--- src/rtl/kpct_pkg.sv ---
`timescale 1ns / 1ps

package kpct_pkg;

	localparam int KNOB_COUNT     = 4;
	localparam int SAMPLE_BITS    = 10;
	localparam int REG_BITS       = 10;
	localparam int CFG_INDEX_BITS = 2;
	localparam int ACTION_BITS    = 3;
	localparam int INDEX_BITS     = 2;

	// Action codes
	localparam logic [ACTION_BITS-1:0] ACT_SWEEP        = 3'd0;
	localparam logic [ACTION_BITS-1:0] ACT_FREEZE_ONE   = 3'd1;
	localparam logic [ACTION_BITS-1:0] ACT_UNFREEZE_ONE = 3'd2;
	localparam logic [ACTION_BITS-1:0] ACT_FREEZE_ALL   = 3'd3;
	localparam logic [ACTION_BITS-1:0] ACT_UNFREEZE_ALL = 3'd4;

	// Register indexes
	localparam logic [CFG_INDEX_BITS-1:0] REG_FREEZE_DISTANCE   = 2'd0;
	localparam logic [CFG_INDEX_BITS-1:0] REG_CHANGE_TOLERANCE  = 2'd1;
	localparam logic [CFG_INDEX_BITS-1:0] REG_EXTERNAL_UNFREEZE = 2'd2;

	// Register reset values
	localparam logic [REG_BITS-1:0] FREEZE_DISTANCE_RST  = 10'd8;
	localparam logic [REG_BITS-1:0] CHANGE_TOLERANCE_RST = 10'd2;

	typedef logic [SAMPLE_BITS-1:0] sample_t;
	typedef logic [KNOB_COUNT-1:0]  knob_mask_t;

	typedef struct packed {
		logic [ACTION_BITS-1:0] action;
		logic [INDEX_BITS-1:0]  knob_index;
		sample_t                sample_zero;
		sample_t                sample_one;
		sample_t                sample_two;
		sample_t                sample_three;
	} in_item_t;

	typedef struct packed {
		knob_mask_t changed_mask;
		knob_mask_t frozen_mask;
		sample_t    value_zero;
		sample_t    value_one;
		sample_t    value_two;
		sample_t    value_three;
		sample_t    previous_zero;
		sample_t    previous_one;
		sample_t    previous_two;
		sample_t    previous_three;
	} out_item_t;

	typedef struct packed {
		logic [REG_BITS-1:0] freeze_distance;
		logic [REG_BITS-1:0] change_tolerance;
		logic                external_unfreeze;
	} cfg_t;

	typedef struct packed {
		logic unfreeze;
		logic moved;
	} lane_res_t;

endpackage

--- src/rtl/knob_pickup_change_tracker_top.sv ---
`timescale 1ns / 1ps

// Knob pickup change tracker: holds the current and previous reading of four
// 10-bit knobs, a frozen mask and a changed mask. Sweep items compare each new
// sample against the stored value, update the masks and shift the values; the other actions
// freeze or unfreeze one or all knobs. Every accepted item returns exactly one
// result with both masks and all stored values. An item is held in the input
// register and moves into the result register once that register is free or
// drains, so its result is offered from the result register; a new item is taken
// every cycle while the result side is ready; the per-knob subtract and two
// compares between those registers set that pace. Configuration writes take
// effect on the next cycle and belong to idle periods.
module knob_pickup_change_tracker_top (
	input  logic                                clk,
	input  logic                                arst_n,
	input  logic                                item_valid,
	output logic                                item_ready,
	input  kpct_pkg::in_item_t                  item,
	output logic                                result_valid,
	input  logic                                result_ready,
	output kpct_pkg::out_item_t                 result,
	input  logic                                cfg_we,
	input  logic [kpct_pkg::CFG_INDEX_BITS-1:0] cfg_index,
	input  logic [kpct_pkg::REG_BITS-1:0]       cfg_data
);

	kpct_pkg::cfg_t      cfg;
	logic                valid_s1;
	kpct_pkg::in_item_t  item_s1;
	logic                result_valid_s2;
	kpct_pkg::out_item_t result_s2;
	logic                advance;
	logic                commit;

	kpct_pkg::sample_t   knob_q  [kpct_pkg::KNOB_COUNT];
	kpct_pkg::sample_t   prior_q [kpct_pkg::KNOB_COUNT];
	kpct_pkg::knob_mask_t frozen_q;
	kpct_pkg::knob_mask_t moved_q;

	kpct_pkg::sample_t   samples   [kpct_pkg::KNOB_COUNT];
	kpct_pkg::sample_t   knob_nxt  [kpct_pkg::KNOB_COUNT];
	kpct_pkg::sample_t   prior_nxt [kpct_pkg::KNOB_COUNT];
	kpct_pkg::lane_res_t lane_res  [kpct_pkg::KNOB_COUNT];
	kpct_pkg::knob_mask_t unfreeze_mask;
	kpct_pkg::knob_mask_t moved_mask;
	kpct_pkg::knob_mask_t frozen_nxt;
	kpct_pkg::knob_mask_t moved_nxt;
	logic                sweep;

	kpct_cfg u_cfg (
		.clk       (clk),
		.arst_n    (arst_n),
		.cfg_we    (cfg_we),
		.cfg_index (cfg_index),
		.cfg_data  (cfg_data),
		.cfg       (cfg)
	);

	// Handshake: stage 1 moves on when the result register is free or drains
	assign advance    = !result_valid_s2 || result_ready;
	assign item_ready = !valid_s1 || advance;
	assign commit     = valid_s1 && advance;

	always_ff @(posedge clk or negedge arst_n) begin
		if (!arst_n) begin
			valid_s1 <= 1'b0;
		end else if (item_ready) begin
			valid_s1 <= item_valid;
		end
	end

	always_ff @(posedge clk) begin
		if (item_valid && item_ready) begin
			item_s1 <= item;
		end
	end

	// Unpack the samples into lane order
	assign samples[0] = item_s1.sample_zero;
	assign samples[1] = item_s1.sample_one;
	assign samples[2] = item_s1.sample_two;
	assign samples[3] = item_s1.sample_three;

	for (genvar k = 0; k < kpct_pkg::KNOB_COUNT; k++) begin : g_lane
		kpct_lane u_lane (
			.fresh  (samples[k]),
			.stored (knob_q[k]),
			.frozen (frozen_q[k]),
			.cfg    (cfg),
			.res    (lane_res[k])
		);
	end

	// Gather per-lane decisions into masks
	always_comb begin
		for (int k = 0; k < kpct_pkg::KNOB_COUNT; k++) begin
			unfreeze_mask[k] = lane_res[k].unfreeze;
			moved_mask[k]    = lane_res[k].moved;
		end
	end

	// Decode the action into the next mask state
	always_comb begin
		frozen_nxt = frozen_q;
		moved_nxt  = moved_q;
		sweep      = 1'b0;
		unique case (item_s1.action)
			kpct_pkg::ACT_SWEEP: begin
				frozen_nxt = frozen_q & ~unfreeze_mask;
				moved_nxt  = moved_mask;
				sweep      = 1'b1;
			end
			kpct_pkg::ACT_FREEZE_ONE: begin
				frozen_nxt = frozen_q |
					(kpct_pkg::knob_mask_t'(1) << item_s1.knob_index);
			end
			kpct_pkg::ACT_UNFREEZE_ONE: begin
				frozen_nxt = frozen_q &
					~(kpct_pkg::knob_mask_t'(1) << item_s1.knob_index);
			end
			kpct_pkg::ACT_FREEZE_ALL: begin
				frozen_nxt = '1;
			end
			kpct_pkg::ACT_UNFREEZE_ALL: begin
				frozen_nxt = '0;
			end
			default: ;
		endcase
	end

	// Shift values on a sweep, hold them otherwise
	always_comb begin
		for (int k = 0; k < kpct_pkg::KNOB_COUNT; k++) begin
			knob_nxt[k]  = sweep ? samples[k] : knob_q[k];
			prior_nxt[k] = sweep ? knob_q[k]  : prior_q[k];
		end
	end

	// Update tracker state when the item leaves stage 1
	always_ff @(posedge clk or negedge arst_n) begin
		if (!arst_n) begin
			for (int k = 0; k < kpct_pkg::KNOB_COUNT; k++) begin
				knob_q[k]  <= '0;
				prior_q[k] <= '0;
			end
			frozen_q <= '0;
			moved_q  <= '0;
		end else if (commit) begin
			for (int k = 0; k < kpct_pkg::KNOB_COUNT; k++) begin
				knob_q[k]  <= knob_nxt[k];
				prior_q[k] <= prior_nxt[k];
			end
			frozen_q <= frozen_nxt;
			moved_q  <= moved_nxt;
		end
	end

	// Result register
	always_ff @(posedge clk or negedge arst_n) begin
		if (!arst_n) begin
			result_valid_s2 <= 1'b0;
		end else if (advance) begin
			result_valid_s2 <= valid_s1;
		end
	end

	always_ff @(posedge clk) begin
		if (commit) begin
			result_s2.changed_mask   <= moved_nxt;
			result_s2.frozen_mask    <= frozen_nxt;
			result_s2.value_zero     <= knob_nxt[0];
			result_s2.value_one      <= knob_nxt[1];
			result_s2.value_two      <= knob_nxt[2];
			result_s2.value_three    <= knob_nxt[3];
			result_s2.previous_zero  <= prior_nxt[0];
			result_s2.previous_one   <= prior_nxt[1];
			result_s2.previous_two   <= prior_nxt[2];
			result_s2.previous_three <= prior_nxt[3];
		end
	end

	assign result_valid = result_valid_s2;
	assign result       = result_s2;

endmodule

--- src/rtl/kpct_cfg.sv ---
`timescale 1ns / 1ps

module kpct_cfg (
	input  logic                                   clk,
	input  logic                                   arst_n,
	input  logic                                   cfg_we,
	input  logic [kpct_pkg::CFG_INDEX_BITS-1:0]    cfg_index,
	input  logic [kpct_pkg::REG_BITS-1:0]          cfg_data,
	output kpct_pkg::cfg_t                         cfg
);

	kpct_pkg::cfg_t cfg_q;

	// Write the addressed register; drop writes beyond the register list
	always_ff @(posedge clk or negedge arst_n) begin
		if (!arst_n) begin
			cfg_q.freeze_distance   <= kpct_pkg::FREEZE_DISTANCE_RST;
			cfg_q.change_tolerance  <= kpct_pkg::CHANGE_TOLERANCE_RST;
			cfg_q.external_unfreeze <= 1'b0;
		end else if (cfg_we) begin
			unique case (cfg_index)
				kpct_pkg::REG_FREEZE_DISTANCE:   cfg_q.freeze_distance   <= cfg_data;
				kpct_pkg::REG_CHANGE_TOLERANCE:  cfg_q.change_tolerance  <= cfg_data;
				kpct_pkg::REG_EXTERNAL_UNFREEZE: cfg_q.external_unfreeze <= cfg_data[0];
				default: ;
			endcase
		end
	end

	assign cfg = cfg_q;

endmodule

--- src/rtl/kpct_lane.sv ---
`timescale 1ns / 1ps

module kpct_lane (
	input  kpct_pkg::sample_t   fresh,
	input  kpct_pkg::sample_t   stored,
	input  logic                frozen,
	input  kpct_pkg::cfg_t      cfg,
	output kpct_pkg::lane_res_t res
);

	kpct_pkg::sample_t gap;

	// Absolute distance between new sample and stored value
	assign gap = (fresh > stored) ? (fresh - stored) : (stored - fresh);

	// Unfreeze on movement unless only commands may unfreeze
	assign res.unfreeze = !cfg.external_unfreeze && frozen &&
		(gap > cfg.freeze_distance);
	assign res.moved    = res.unfreeze || (gap > cfg.change_tolerance);

endmodule

--- config.mk ---
export PLATFORM = sky130hd
export DESIGN_NAME = knob_pickup_change_tracker_top
export DESIGN_NICKNAME = d
export VERILOG_FILES = /design/src/rtl/kpct_pkg.sv /design/src/rtl/knob_pickup_change_tracker_top.sv /design/src/rtl/kpct_cfg.sv /design/src/rtl/kpct_lane.sv
export SDC_FILE = /design/constraint.sdc
export NUM_CORES = 1
export LEC_CHECK = 0
export BUFFER_PORTS_ARGS = -buffer_cell sky130_fd_sc_hd__clkbuf_2
export CORE_MARGIN = 3
export CORE_UTILIZATION = 54
export DETAILED_ROUTE_END_ITERATION = 8
export PLACE_DENSITY = 0.73
export SYNTH_ARGS = -nofsm -noshare
export SYNTH_HDL_FRONTEND = slang
export SYNTH_SLANG_ARGS = --single-unit
--- constraint.sdc ---
create_clock -name clk -period 4.4 [get_ports clk]
set_clock_uncertainty 0.05 [all_clocks]
set_input_delay 0.88 -clock clk [delete_from_list [all_inputs] [get_ports clk]]
set_output_delay 0.88 -clock clk [all_outputs]
set_load 0.02 [all_outputs]
==> results.json <==
{
  "fmax_mhz": 231.3,
  "swShare": 0.3783,
  "maxCapViolCount": 0,
  "synth_seq_cells": 244,
  "slew_violations": 0,
  "ios": 152,
  "powerDensity_nw_per_um2": 606.8,
  "yosysTopAreaCell": "edfxtp_1",
  "fin_crit_sh": 0.9825,
  "yosysWarningCount": 0,
  "p_int_mw": 6.324,
  "clockBufferDepth": 3,
  "die_height_um": 169.1,
  "fin_crit_ns": 4.323,
  "cp_common_cell": "a21o_1",
  "syn-instance-count": 1420,
  "grt_first_pass_wirelength_mm": 54.16,
  "worstPathArrival_ns": 4.53,
  "dpl.hpwl_mm": 24.41,
  "grt_max_degree": 97,
  "p_comb_frac": 0.466,
  "final_common_cell": "nand2_1",
  "sequentialPowerShare": 0.321,
  "grt_pass1_vias": 10800,
  "wirelength_mm": 34.00,
  "place_ws_ns": -0.02745,
  "crit_chain": "inv_2 -> ha_4 -> inv_2 -> fa_2 -> a21o_1 -> a311o_1 -> or3_1 -> a21oi_2 -> o31ai_2 -> buf_4 -> mux2i_2 -> xnor2_1 -> ha_1 -> a21o_1 -> a21o_1 -> a21oi_2 -> o211ai_1 -> nand4b_1 -> a21boi_2 -> a21oi_1",
  "status": "completed",
  "clk_pin_slew_ns": 0.06,
  "synth-edff-count": 133,
  "cts_root_buf": "clkbuf_16",
  "fin_tns_setup_ns": 0,
  "switching_power_mw": 3.849,
  "setup_viol": 0,
  "cp_slowest_cell": "edfxtp_1",
  "die_x_um": 169.1,
  "worstSetupPathType": "reg2reg",
  "p_leak_nw": 7.812,
  "final_util": 0.6416,
  "met3_usage": 0.03363,
  "synthesis.area_um2": 14360,
  "stdcell_area_um2": 16770,
  "max_stage_delay_ns": 0.40,
  "p_clk_frac": 0.214,
  "rsz0062_at_grt": "yes",
  "h-tree-depth": 1,
  "vias": 10840,
  "cts_tree": "built",
  "fin_nets": 1828,
  "num_rows": 59,
  "synth_nets": 1646,
  "drtAntennaViolNets": 0,
  "die-area_um2": 28580,
  "detail_route.iter0.violations": 843,
  "dp_cells": 1902,
  "synth_top_area_frac": 0.2781,
  "place_area_um2": 15740,
  "p_total_mw": 10.17,
  "syn_to_final_growth_pct": 16.77,
  "critPathLaunchType": "flip-flop",
  "clock_latency_ns": 0.53,
  "initial_utilization": 0.5495,
  "hp-class": "reg2reg",
  "gp_congestion": 0.8972,
  "mostFrequentLayoutCells": "248 x nand2_1, 155 x ha_1, 150 x clkbuf_2",
  "core_um2": 26130,
  "crit_path_end_kind": "flip-flop",
  "antennaDiodeCount": 0,
  "holdWs_ns": 0.4180,
  "gr-total-overflow": 0,
  "async_flop_share": 0.4549,
  "drive_gt1_frac": 0.2090,
  "synth_area_per_cell_um2": 10.11,
  "ys_seq_area_frac": 0.4718,
  "io_buffers": 151,
  "instances_no_fill": 1957,
  "grt_antenna_before_repair": 0,
  "busiest_layer": "met2",
  "path_max_fanout": 5,
  "ys_top_cells_by_area": "edfxtp_1 28%, dfrtp_1 19%, ha_1 14%, nand2_1 6.5%, mux2_2 4.1%",
  "grtUsageMet2": 0.4049,
  "clock_sinks": 244,
  "drcViolationCount": 0,
  "hold_violations": 0,
  "tightest_slew_ns": 1.009,
  "num-fill-cells": 2096,
  "peakVddDrop_mv": 0.3352,
  "ys_types": 56,
  "grtUsageTotal": 0.2335,
  "wl_per_cell_um": 17.37,
  "cp.required_ns": 4.60,
  "synth_flop_cell": "edfxtp_1",
  "slew_headroom": 0.3242,
  "layout_setup_ws_ns": 0.07713,
  "grt_use_met1": 0.3061,
  "first_pass_iters": 5,
  "viasPerCell": 5.541,
  "cts_buffers": 26
}
==> area by class of cell <==
class                      count  area [um2]  area share
multi-input combinational   1002        7056      0.4208
sequential                   244        6774      0.4040
timing repair buffer         208        1211     0.07224
clock buffer                  39       750.7     0.04478
inverter                     120       455.4     0.02716
tap                          335       419.2     0.02500
clock inverter                 9       100.1    0.005970
==> cells by family after synthesis <==
| family | Yosys count | share of synthesized area |
|---|---|---|
| buffers and inverters | 174 | 0.04618 |
| AND/OR/NAND/NOR | 405 | 0.1239 |
| XOR/XNOR | 32 | 0.01952 |
| flip-flops | 244 | 0.4718 |
| AO/OA/AOI/OAI | 324 | 0.1330 |
| adder cells (fa/ha/maj) | 164 | 0.1471 |
| multiplexers | 77 | 0.05856 |
==> worst max-delay path: cells and delay by family (launching register included) <==
| kind | cells | cell delay, ns |
|---|---|---|
| adders and majority gates | 3 | 0.81 |
| and+or+nand+nor | 2 | 0.52 |
| AOI/OAI and AO/OA | 10 | 1.58 |
| buffers and inverters | 3 | 0.31 |
| DFF | 1 | 0.40 |
| xor gates and xnor gates | 1 | 0.25 |
| muxes | 1 | 0.15 |
==> cell usage after synthesis (3+ instances only) <==
cell / count
nor2b_1: 21
inv_1: 119
a21boi_0: 3
ha_1: 156
nand2b_1: 8
o21ai_1: 19
nand4_1: 20
nand3_1: 15
nor3_1: 16
mux2_1: 4
nor2_1: 48
mux2i_1: 21
or3_1: 5
and2_1: 6
dfrtp_1: 109
buf_1: 10
o211ai_1: 11
or2_2: 5
xor2_1: 17
clkbuf_1: 41
nand3b_1: 4
a2111oi_0: 3
a31oi_1: 5
o22ai_1: 4
a21o_1: 47
xnor2_1: 15
a211oi_1: 10
fa_1: 8
o21ai_0: 117
o31ai_1: 7
nand2_1: 248
o21a_1: 6
a21oi_1: 78
edfxtp_1: 133
mux2_2: 52
==> worst paths after layout <==
kind | start | to | slack [ns] | cells after the start
setup / recovery | item_s1[0] | result[87] | 0.08 | 20
hold / removal | prior_q[37] | prior_q[37] | 0.42 | 2
setup reg to reg | item_s1[0] | result[87] | 0.08 | 20
max in group asynchronous | arst_n | prior_q[39] | 2.94 | 2
min in group asynchronous | arst_n | u_cfg.cfg[3] | 0.45 | 1
hold reg to reg | prior_q[37] | prior_q[37] | 0.42 | 2
==> repair_timing <==
action / CTS / global route
endpoints found under the setup margin: 1 / 16
hold buffers: 0 / 0
setup buffers: 0 / 7
resized for setup: 1 / 30
pin swaps: 0 / 21
==> power groups by stage <==
stage / sequential [mW] / combinational, mW / clock (mW)
after floorplan: 3.42 / 3.06 / 0
after global placement: 3.28 / 4.39 / 0
after detailed placement: 3.30 / 4.54 / 0
after CTS: 3.26 / 4.58 / 2.22
after global routing: 3.32 / 5.31 / 2.32
final: 3.26 / 4.74 / 2.17
==> sequential cells by signal (all words and copies together) (netlist names) <==
signal,count
frozen_q,4
item_s1,45
knob_q,40
moved_q,4
prior_q,40
result,88
result_valid,1
u_cfg.cfg,21
valid_s1,1
==> layer usage <==
metal / wire length, um / part of all wire / vias to the layer above
met5: 0 / 0 / -
met4: 990 / 0.029 / 0
met3: 1783 / 0.052 / 75
met2: 16650 / 0.49 / 273
met1: 14580 / 0.43 / 5172
li1: - / - / 5323
Note: power is estimated with default switching activity, not from simulation.
